`config.mk`:
```
export PLATFORM = sky130hd
export DESIGN_NAME = utf16_to_utf8_encoder_top_flat
export DESIGN_NICKNAME = d
export VERILOG_FILES = /design/src/sv/u16u8_pkg.sv /design/src/sv/u16u8_ifs.sv /design/src/sv/u16u8_enc.sv /design/src/sv/utf16_to_utf8_encoder_top.sv /design/src/flat_wrapper.sv
export SDC_FILE = /design/constraint.sdc
export NUM_CORES = 1
export LEC_CHECK = 0
export ABC_AREA = 1
export BUFFER_PORTS_ARGS = -buffer_cell sky130_fd_sc_hd__buf_2
export CORE_MARGIN = 8
export CORE_UTILIZATION = 63
export CTS_CLUSTER_SIZE = 14
export DETAILED_ROUTE_END_ITERATION = 10
export HOLD_SLACK_MARGIN = 0.03
export PLACE_DENSITY = 0.84
export SLEW_MARGIN = 40
export SYNTH_ARGS = -nofsm -noshare
export SYNTH_HDL_FRONTEND = slang
export SYNTH_SLANG_ARGS = --single-unit
export TNS_END_PERCENT = 10
```
`constraint.sdc`:
```
create_clock -name clk -period 6.1 [get_ports clk]
set_input_delay 0.61 -clock clk [delete_from_list [all_inputs] [get_ports clk]]
set_output_delay 0.61 -clock clk [all_outputs]
set_load 0.1 [all_outputs]
```
`src/sv/u16u8_pkg.sv`:
```
// Shared types and constants for the UTF-16 to UTF-8 encoder.
`default_nettype none
package u16u8_pkg;

	localparam logic [15:0] SURR_MASK   = 16'hF800;
	localparam logic [15:0] SURR_BASE   = 16'hD800;
	localparam logic [15:0] SURR_LOWBIT = 16'h0400;
	localparam logic [15:0] ONE_BYTE_LIM = 16'h0080;
	localparam logic [15:0] TWO_BYTE_LIM = 16'h0800;
	localparam logic [20:0] PLANE_BASE  = 21'h010000;
	localparam logic [7:0]  CONT_MARK   = 8'h80;
	localparam logic [7:0]  LEAD2_MARK  = 8'hC0;
	localparam logic [7:0]  LEAD3_MARK  = 8'hE0;
	localparam logic [7:0]  LEAD4_MARK  = 8'hF0;

	typedef struct packed {
		logic [9:0] high_bits;
		logic       pend;
		logic       ended;
	} enc_state_t;

	typedef struct packed {
		logic [3:0][7:0] bytes;
		logic [2:0]      n;
	} enc_run_t;

endpackage
`default_nettype wire

```
`src/sv/u16u8_ifs.sv`:
```
// Valid/ready channel interfaces for code units in and UTF-8 bytes out.
`default_nettype none
interface u16u8_in_if;
	logic        valid;
	logic        ready;
	logic [15:0] code_unit;
	logic        final_unit;

	modport source (output valid, output code_unit, output final_unit, input ready);
	modport sink (input valid, input code_unit, input final_unit, output ready);
endinterface

interface u16u8_out_if;
	logic       valid;
	logic       ready;
	logic [7:0] out_byte;
	logic       run_last;

	modport source (output valid, output out_byte, output run_last, input ready);
	modport sink (input valid, input out_byte, input run_last, output ready);
endinterface
`default_nettype wire

```
`src/sv/u16u8_enc.sv`:
```
// Combinational encoder: one code unit plus surrogate state to a byte run.
`default_nettype none
module u16u8_enc (
	input  logic [15:0]           unit,
	input  logic                  fin,
	input  u16u8_pkg::enc_state_t st,
	output u16u8_pkg::enc_state_t st_nxt,
	output u16u8_pkg::enc_run_t   run
);
	import u16u8_pkg::*;

	logic [20:0] cp;

	assign cp = PLANE_BASE + {1'b0, st.high_bits, unit[9:0]};

	always_comb begin
		run = '0;
		st_nxt = st;
		if (!st.ended) begin
			if (unit == 16'h0000) begin
				st_nxt.pend = 1'b0;
				st_nxt.high_bits = '0;
				st_nxt.ended = 1'b1;
			end else if ((unit & SURR_MASK) == SURR_BASE) begin
				if ((unit & SURR_LOWBIT) != 16'h0000) begin
					if (st.pend) begin
						run.bytes[0] = LEAD4_MARK | {5'b0, cp[20:18]};
						run.bytes[1] = CONT_MARK | {2'b0, cp[17:12]};
						run.bytes[2] = CONT_MARK | {2'b0, cp[11:6]};
						run.bytes[3] = CONT_MARK | {2'b0, cp[5:0]};
						run.n = 3'd4;
					end
					st_nxt.pend = 1'b0;
					st_nxt.high_bits = '0;
				end else begin
					st_nxt.pend = 1'b1;
					st_nxt.high_bits = unit[9:0];
				end
			end else begin
				st_nxt.pend = 1'b0;
				st_nxt.high_bits = '0;
				if (unit < ONE_BYTE_LIM) begin
					run.bytes[0] = unit[7:0];
					run.n = 3'd1;
				end else if (unit < TWO_BYTE_LIM) begin
					run.bytes[0] = LEAD2_MARK | {3'b0, unit[10:6]};
					run.bytes[1] = CONT_MARK | {2'b0, unit[5:0]};
					run.n = 3'd2;
				end else begin
					run.bytes[0] = LEAD3_MARK | {4'b0, unit[15:12]};
					run.bytes[1] = CONT_MARK | {2'b0, unit[11:6]};
					run.bytes[2] = CONT_MARK | {2'b0, unit[5:0]};
					run.n = 3'd3;
				end
			end
		end
		if (fin) begin
			st_nxt = '0;
		end
	end

endmodule
`default_nettype wire

```
`src/sv/utf16_to_utf8_encoder_top.sv`:
```
// Top level of the UTF-16 to UTF-8 encoder: input register, encoder, byte buffer.
//
//  channel  dir  payload                      item
//  in_ch    in   code_unit[15:0], final_unit  one UTF-16 code unit
//  out_ch   out  out_byte[7:0], run_last      one UTF-8 byte
//
// Each byte leaves in its own cycle, one byte per cycle while out_ch.ready is high;
// a run holds one to four bytes, and an item that yields no bytes does not use the buffer.
// The item is held in the input register and encoded, and its first byte is offered once the buffer is free.
// Reset clears the surrogate state and all valid flags.
// A stalled output holds the run; the input register keeps taking items
// until it holds one that needs the buffer.
`default_nettype none
module utf16_to_utf8_encoder_top (
	input  logic         clk,
	input  logic         arst_n,
	u16u8_in_if.sink     in_ch,
	u16u8_out_if.source  out_ch
);
	import u16u8_pkg::*;

	logic        valid_s1;
	logic [15:0] unit_s1;
	logic        fin_s1;

	enc_state_t  st_q;
	enc_state_t  st_nxt;
	enc_run_t    run;

	logic            buf_vld_q;
	logic [3:0][7:0] bytes_q;
	logic [1:0]      last_q;
	logic [1:0]      idx_q;
	logic [2:0]      n_m1;

	logic buf_free;
	logic s1_adv;
	logic out_take;
	logic load_buf;

	u16u8_enc u_enc (
		.unit   (unit_s1),
		.fin    (fin_s1),
		.st     (st_q),
		.st_nxt (st_nxt),
		.run    (run)
	);

	assign out_take = out_ch.valid && out_ch.ready;
	assign buf_free = !buf_vld_q || (out_take && (idx_q == last_q));
	assign s1_adv = valid_s1 && ((run.n == 3'd0) || buf_free);
	assign load_buf = s1_adv && (run.n != 3'd0);
	assign n_m1 = run.n - 3'd1;
	assign in_ch.ready = !valid_s1 || s1_adv;

	assign out_ch.valid = buf_vld_q;
	assign out_ch.out_byte = bytes_q[idx_q];
	assign out_ch.run_last = (idx_q == last_q);

	always_ff @(posedge clk or negedge arst_n) begin
		if (!arst_n) begin
			valid_s1 <= 1'b0;
			st_q <= '0;
			buf_vld_q <= 1'b0;
			idx_q <= '0;
			last_q <= '0;
		end else begin
			if (in_ch.ready) begin
				valid_s1 <= in_ch.valid;
			end
			if (s1_adv) begin
				st_q <= st_nxt;
			end
			if (load_buf) begin
				buf_vld_q <= 1'b1;
				idx_q <= '0;
				last_q <= n_m1[1:0];
			end else if (out_take) begin
				if (idx_q == last_q) begin
					buf_vld_q <= 1'b0;
				end else begin
					idx_q <= idx_q + 2'd1;
				end
			end
		end
	end

	always_ff @(posedge clk) begin
		if (in_ch.valid && in_ch.ready) begin
			unit_s1 <= in_ch.code_unit;
			fin_s1 <= in_ch.final_unit;
		end
		if (load_buf) begin
			bytes_q <= run.bytes;
		end
	end

	// a held high surrogate never coexists with an ended string
	a_pend_vs_ended: assert property (@(posedge clk) disable iff (!arst_n)
		!(st_q.pend && st_q.ended))
		else $error("pending surrogate while string ended");

	a_idx_in_run: assert property (@(posedge clk) disable iff (!arst_n)
		buf_vld_q |-> (idx_q <= last_q))
		else $error("byte index past end of run");

	a_s1_hold: assert property (@(posedge clk) disable iff (!arst_n)
		(valid_s1 && !s1_adv) |=> (valid_s1 && $stable(unit_s1) && $stable(fin_s1)))
		else $error("stalled input register changed");

	a_run_not_cut: assert property (@(posedge clk) disable iff (!arst_n)
		(buf_vld_q && !(out_take && (idx_q == last_q))) |=> (buf_vld_q && $stable(bytes_q)))
		else $error("byte run overwritten before drained");

endmodule
`default_nettype wire

```
`src/flat_wrapper.sv`:
```
// flat-port wrapper written by rule: the top's interface ports become plain ports
module utf16_to_utf8_encoder_top_flat import u16u8_pkg::*;
  (clk, arst_n, in_ch_valid, in_ch_code_unit, in_ch_final_unit, in_ch_ready, out_ch_valid, out_ch_out_byte, out_ch_run_last, out_ch_ready);
  u16u8_in_if in_ch_i ();
  u16u8_out_if out_ch_i ();
  input  logic clk;
  input  logic arst_n;
  input wire logic [$bits(in_ch_i.valid)-1:0] in_ch_valid;
  input wire logic [$bits(in_ch_i.code_unit)-1:0] in_ch_code_unit;
  input wire logic [$bits(in_ch_i.final_unit)-1:0] in_ch_final_unit;
  output wire logic [$bits(in_ch_i.ready)-1:0] in_ch_ready;
  output wire logic [$bits(out_ch_i.valid)-1:0] out_ch_valid;
  output wire logic [$bits(out_ch_i.out_byte)-1:0] out_ch_out_byte;
  output wire logic [$bits(out_ch_i.run_last)-1:0] out_ch_run_last;
  input wire logic [$bits(out_ch_i.ready)-1:0] out_ch_ready;
  assign in_ch_i.valid = in_ch_valid;
  assign in_ch_i.code_unit = in_ch_code_unit;
  assign in_ch_i.final_unit = in_ch_final_unit;
  assign in_ch_ready = in_ch_i.ready;
  assign out_ch_valid = out_ch_i.valid;
  assign out_ch_out_byte = out_ch_i.out_byte;
  assign out_ch_run_last = out_ch_i.run_last;
  assign out_ch_i.ready = out_ch_ready;
  utf16_to_utf8_encoder_top u_core (.clk(clk), .arst_n(arst_n), .in_ch(in_ch_i), .out_ch(out_ch_i));
endmodule
```
### After elaboration in Yosys (flattened, before gate mapping)

Cells that the tools add are included.

* register bits: 67
* output and inout port bits: 11

* bitwise operators: 3
* multiplexer cells: 23
* eq/ne operators: 4
* add/sub/neg operators: 3
* order comparisons: 3
* reduce and logical (&&, ||, !) cells: 21

Operators by type and width (number)
* $mux W27: 2
* $mux W11: 4
* $mux W35: 1
* $mux W12: 2
* $add A17 B20 Y21 const A: 1
* $mux W17: 1
* $bmux W8 S2: 1
* $logic_not A16 Y1: 1
* $lt A16 B12 Y1 const B: 1
* $lt A16 B8 Y1 const B: 1
* $mux W16: 1
* $mux W8: 2
* $mux W2: 3
* $mux W3: 2
* $reduce_and A2 Y1: 3
* $eq A5 B5 Y1 const B: 1
* $logic_and A1 B1 Y1: 5
* $reduce_or A5 Y1: 1
* $mux W1: 4
* $ne A2 B1 Y1 const B: 2
* $reduce_bool A2 Y1: 2
* $reduce_or A4 Y1: 1
* $logic_not A3 Y1: 1
* $logic_or A1 B1 Y1: 3
* 8 further kinds: 11

### Logic depth before layout (Yosys ltp)

* depth after elaboration: 12
* mapped depth: 14
* gate-level depth less buffers: 13

### By module

From an unflattened synthesis, not the netlist that was laid out.

* cell total of the unflattened synthesis: 425
* area total of the unflattened synthesis: 3656.0 sq um

By module, submodules not included
* utf16_to_utf8_encoder_top: instances 1, cells each 194, seq. area each 1921.8 sq um, area each 2556.2 sq um
* u16u8_enc: instances 1, cells each 231, seq. area each 0.0 sq um, area each 1099.8 sq um

### Worst setup path after synthesis

Ideal clock, no wire load.

* path kind: reg-to-reg
* start: register u_core.unit_s1[14]
* end: register u_core.fin_s1, enable pin
* data required time: 5.777 ns
* slack: 2.997 ns
* arrival time: 2.780 ns
* stages on the path, launching flop included: 12
* setup time: 0.323 ns
* path through: edfxtp_1 > nor2_1 > nand2_1 > nor3_2 > nor2_1 > nor2_1 > inv_1 > ha_1 > nand2_1 > nand3_1 > nand2_1 > inv_1

* word-level cells in the longest chain between the ends: 11
* elaborated cells on any way between the ends: 14
* classes of those cells: order compare: 2; eq/ne: 1; mux: 5; reduce/logical: 6

RTL lines
* start, declared: RTL line utf16_to_utf8_encoder_top.sv:23 `logic [15:0] unit_s1;`
* start signal, assigned: RTL line utf16_to_utf8_encoder_top.sv:90 `unit_s1 <= in_ch.code_unit;`
* $lt A16 B12 Y1: RTL line u16u8_enc.sv:45 `end else if (unit < TWO_BYTE_LIM) begin`
* $mux W17: RTL line u16u8_enc.sv:45
* $mux W11: RTL line u16u8_enc.sv:42 `if (unit < ONE_BYTE_LIM) begin`
* $mux W27: RTL line u16u8_enc.sv:24 `end else if ((unit & SURR_MASK) == SURR_BASE) begin`
* $mux W3 *: RTL line u16u8_enc.sv:20 `if (unit == 16'h0000) begin`
* $mux W3 *: RTL line u16u8_enc.sv:19 `if (!st.ended) begin`
* $logic_not A3 Y1 *: RTL line utf16_to_utf8_encoder_top.sv:51 `assign s1_adv = valid_s1 && ((run.n == 3'd0) || buf_free);`
* $logic_or A1 B1 Y1 *: RTL line utf16_to_utf8_encoder_top.sv:51
* $logic_and A1 B1 Y1 *: RTL line utf16_to_utf8_encoder_top.sv:51
* $logic_or A1 B1 Y1 *: RTL line utf16_to_utf8_encoder_top.sv:54 `assign in_ch.ready = !valid_s1 || s1_adv;`
* via in_ch_ready: RTL line flat_wrapper.sv:11 `output wire logic [$bits(in_ch_i.ready)-1:0] in_ch_ready;`
* $logic_and A1 B1 Y1 *: RTL line utf16_to_utf8_encoder_top.sv:89 `if (in_ch.valid && in_ch.ready) begin`
* end signal, assigned: RTL line utf16_to_utf8_encoder_top.sv:91 `fin_s1 <= in_ch.final_unit;`
* end, declared: RTL line utf16_to_utf8_encoder_top.sv:24 `logic fin_s1;`

Mark *: on every way through the listed nets, which the timed path passes. The rest lies on a longest branch.
A chain may end at the register's enable or synchronous reset.

### Worst setup path in the final report

* start: register u_core.unit_s1[10]
* end: output port in_ch_ready

* word-level cells in the longest chain between the ends: 10
* elaborated cells on any way between the ends: 13
* classes of those cells: order compare: 2; mux: 6; reduce/logical: 5

RTL lines (RTL line)
* $lt A16 B12 Y1: u16u8_enc.sv:45
* $mux W17: u16u8_enc.sv:45
* $mux W11: u16u8_enc.sv:42
* $mux W27: u16u8_enc.sv:24
* $mux W3 *: u16u8_enc.sv:20
* $mux W3 *: u16u8_enc.sv:19
* $logic_not A3 Y1 *: utf16_to_utf8_encoder_top.sv:51
* $logic_or A1 B1 Y1 *: utf16_to_utf8_encoder_top.sv:51
* $logic_and A1 B1 Y1 *: utf16_to_utf8_encoder_top.sv:51
* $logic_or A1 B1 Y1 *: utf16_to_utf8_encoder_top.sv:54
* end, declared: flat_wrapper.sv:11

Mark *: on every way between the ends. The rest lies on a longest branch, timed or not.

==> parameters.txt <==
Parameter                              Value

Outcome
  Run status ... completed

Flow run
  Number of violations of the max-capacitance limit ... 0

Die
  Core area ... approximately 5000 µm²
  Io pins ... 32
  Die height ... 87.54 µm
  Std cell rows ... 26
  Initial core utilization ... around 64%
  Die boundary width ... 87.54 µm
  Die footprint ... approximately 7700 µm²

Logic synthesis
  Top post-synthesis cells by count ... 92 x sky130_fd_sc_hd__nand2_1, 56 x sky130_fd_sc_hd__nor2_1, 46 x sky130_fd_sc_hd__edfxtp_1
  Mean cell area of the mapped netlist ... 8.882 µm²
  Cell type contributing the most total cell area after synthesis ... sky130_fd_sc_hd__edfxtp_1
  Post-Syn Nets ... just under 400
  Sequential cell area fraction in the yosys report ... between 50 and 60%
  Area share of the leading cell type in the synthesized netlist ... ~43%
  Dominant cell by count in the synthesized netlist ... sky130_fd_sc_hd__nand2_1
  Number of library cell types mapped by synthesis ... 28
  Share of flip-flops with an asynchronous set or reset after synthesis ... between 20 and 30%
  Yosys synthesis warning count ... 0
  Number of enable-type register cells in the synthesized netlist ... 46
  Cell area after technology mapping ... ~3200 µm²
  Count of mapped cells out of synthesis ... roughly 360
  Most frequently used flop master after synthesis ... sky130_fd_sc_hd__edfxtp_1
  Top area cells in the synthesized netlist ... sky130_fd_sc_hd__edfxtp_1 43%, sky130_fd_sc_hd__dfrtp_1 14%, sky130_fd_sc_hd__nand2_1 11%
  Flop and latch count out of synthesis ... 64

Timing
  Achievable Freq ... between 0.3 and 0.4 GHz
  Summed negative setup slack over all endpoints ... 0 ps
  RSZ-0062 raised after global routing ... false
  Number of setup violations in the final report ... 0
  Shortest period the worst path allows ... 3294 ps
  Hold Violations, Final ... 0
  Pin slew with the least headroom to its limit ... 701.0 ps
  Post-Route Skew ... 10.05 ps
  Slew headroom ... about 53%
  Setup slack of the critical path after layout ... 2806 ps
  Number of pins with negative max-slew slack in the final report ... 0
  Period Utilization, post-route ... between 50% and 60%

Clocking
  CTS clock-pin slew for the worst setup and hold paths ... about 70 ps
  Number of H-tree levels ... 3
  TritonCTS clock tree ... done
  Total clock buffers created by CTS ... 9
  Quantity of gates resized following cts ... 0
  Clock sink total ... 64
  Clock Root Buffer ... sky130_fd_sc_hd__clkbuf_8
  Maximum clock insertion buffer count ... 2
  Worst-skew pair later-pin latency ... about 340 ps
  Number of post-CTS setup repair buffers ... 0
  Number of hold buffers added after CTS ... 0

Place
  Number of buffer cells added on primary ports ... 31
  Cell area reported after detailed placement ... approximately 3400 µm²
  Place WS ... between 3000 and 4000 ps
  DP Wirelength ... 5.456 mm
  Dpl cells ... 450
  Gp weighted congestion ... roughly 0.96

Setup path
  Setup slack, reg-to-reg ... approximately 3100 ps
  Startpoint-to-endpoint class of the critical path ... register to output port
  Reg-to-reg startpoint ... u_core.unit_s1[10]
  Depth of the worst register-to-register path ... 10
  Crit path max fanout ... 15
  Data arrival time of the critical path ... approximately 2700 ps
  Terminus of the critical flop-to-flop path ... u_core.bytes_q[17]
  Worst path required time ... roughly 5500 ps
  Critical Path End Type ... output port
  Critical path startpoint category ... register

GRT
  Number of global-route vias before repair ... between 2,000 and 2,500
  Overall global routing resource usage ... 20.88%
  Pin count of the biggest net entering global routing ... 31
  Wire length of the first global-routing pass ... roughly 12 mm
  Remaining global-route overflow ... 0
  Number of antenna violations at the first check in global routing ... 0

Power
  Worst IR drop on VDD ... between 300 and 400 µV
  Portion of total power attributed to combinational logic ... 40.9%
  Switching power total ... 0.0008569 W
  Share of power burned in the clock network ... between 20% and 30%
  Share of power burned in registers ... approximately 39%
  Cell internal power dissipation ... around 0.00096 W
  Power Dens Cells ... a little over 500 nW/µm²
  Switching fraction of total power ... approximately 47%
  Leakage power figure ... between 1.5 and 2 nW

Route
  Vias post-DR ... 2,617
  Routed WL per cell ... between 15 and 20 µm
  Length of the first detailed-routing pass in iterations ... 5
  Starting DRT DRC Count ... around 240
  Number of vias per cell ... ~5.6
  DRC violations left ... 0
  Total wire length after detailed routing ... roughly 7.4 mm
  Remaining antenna violation count ... 0

Final layout
  Ratio of cells with drive above 1 in the final layout ... about 14%
  Layout Nets ... roughly 410
  Relative area change from synthesis to final layout ... 11.14%
  Number of non-filler instances in the completed layout ... around 470
  Fin area ... 3583 µm²
  Inserted Diodes ... 0

Min path
  Class of the tightest hold or removal check ... input pin to async pin
-- logic make-up after synthesis --
| family | Yosys count | synth area share, % |
|---|---|---|
| xor+xnor | 2 | 0.5434 |
| compound gates | 50 | 8.187 |
| flops | 64 | 56.81 |
| simple gates | 196 | 26.85 |
| fa+ha+maj | 2 | 0.7760 |
| buf+inv | 49 | 6.829 |
-- registers in the layout (all words and copies together) (netlist names) --
name / count
u_core.bytes_q: 29
u_core.fin_s1: 1
u_core.idx_q: 2
u_core.last_q: 2
u_core.out_ch.valid: 1
u_core.st_q: 12
u_core.unit_s1: 16
u_core.valid_s1: 1
-- layer usage --
metal  wire length [µm]  GRT usage (%)
met1               3133          25.72
met2               3572          33.61
met3                466          4.315
met4                246          11.41
met5                  0              0
-- area by class of cell --
cell class / count / area, µm²
sequential: 64 / 1832
fill: 411 / 1426
multi-input combinational: 250 / 1172
timing repair buffer: 31 / 155.1
inverter: 35 / 136.4
clock buffer: 10 / 127.6
tap: 70 / 87.58
clock inverter: 5 / 72.57
-- critical path, stage by stage, from the launching register on --
cell                       delay [ps]
sky130_fd_sc_hd__edfxtp_1         570
sky130_fd_sc_hd__nor2_1           180
sky130_fd_sc_hd__nand3_2          100
sky130_fd_sc_hd__nor3_2           300
sky130_fd_sc_hd__nor2_1            70
sky130_fd_sc_hd__nor2_1           260
sky130_fd_sc_hd__inv_1             80
sky130_fd_sc_hd__ha_1             190
sky130_fd_sc_hd__nand2_1          110
sky130_fd_sc_hd__nand3_1          130
sky130_fd_sc_hd__buf_2            340
-- power groups by stage --
stage	logic (W)	registers, W	clock network, W
2_1_floorplan	0.000645	0.000682	0
3_3_place_gp	0.000731	0.000706	0
3_5_place_dp	0.000742	0.000709	0
4_1_cts	0.000743	0.000700	0.000378
5_1_grt	0.000796	0.000717	0.000394
6_report	0.000744	0.000702	0.000373
-- cells in the final DEF (no fill, tap or decap), types with 7 or more instances in the layout --
master	n
sky130_fd_sc_hd__nand2_1	92
sky130_fd_sc_hd__nor2_1	56
sky130_fd_sc_hd__edfxtp_1	46
sky130_fd_sc_hd__o21ai_0	32
sky130_fd_sc_hd__inv_1	31
sky130_fd_sc_hd__buf_2	31
sky130_fd_sc_hd__nand3_1	25
sky130_fd_sc_hd__dfrtp_1	18
sky130_fd_sc_hd__nand4_1	12
sky130_fd_sc_hd__clkbuf_8	9
sky130_fd_sc_hd__o22ai_1	7
sky130_fd_sc_hd__a21oi_1	7
-- how the worst max path moves through the flow --
stage / start / to / slack, ps / depth (start not counted)
CTS: u_core.unit_s1[10] / in_ch_ready / 2810 / 10
detailed placement: u_core.unit_s1[10] / u_core.bytes_q[2] / 3200 / 10
global route: u_core.unit_s1[10] / in_ch_ready / 2560 / 10
finish: u_core.unit_s1[10] / in_ch_ready / 2810 / 10
floorplan: u_core.unit_s1[14] / u_core.fin_s1 / 3000 / 11
global placement: u_core.unit_s1[10] / u_core.bytes_q[2] / 2950 / 10
-- metrics by stage --
step	hold WS, ps	util, %	power (W)
after floorplan	314.4	-	0.001327
after global placement	458.9	67.53	0.001437
after detailed placement	479.8	67.53	0.001451
after CTS	201.1	71.53	0.001822
after global routing	222.5	71.53	0.001907
final	195.5	71.53	0.001819
No activity file was read; power rests on OpenSTA's default activity.
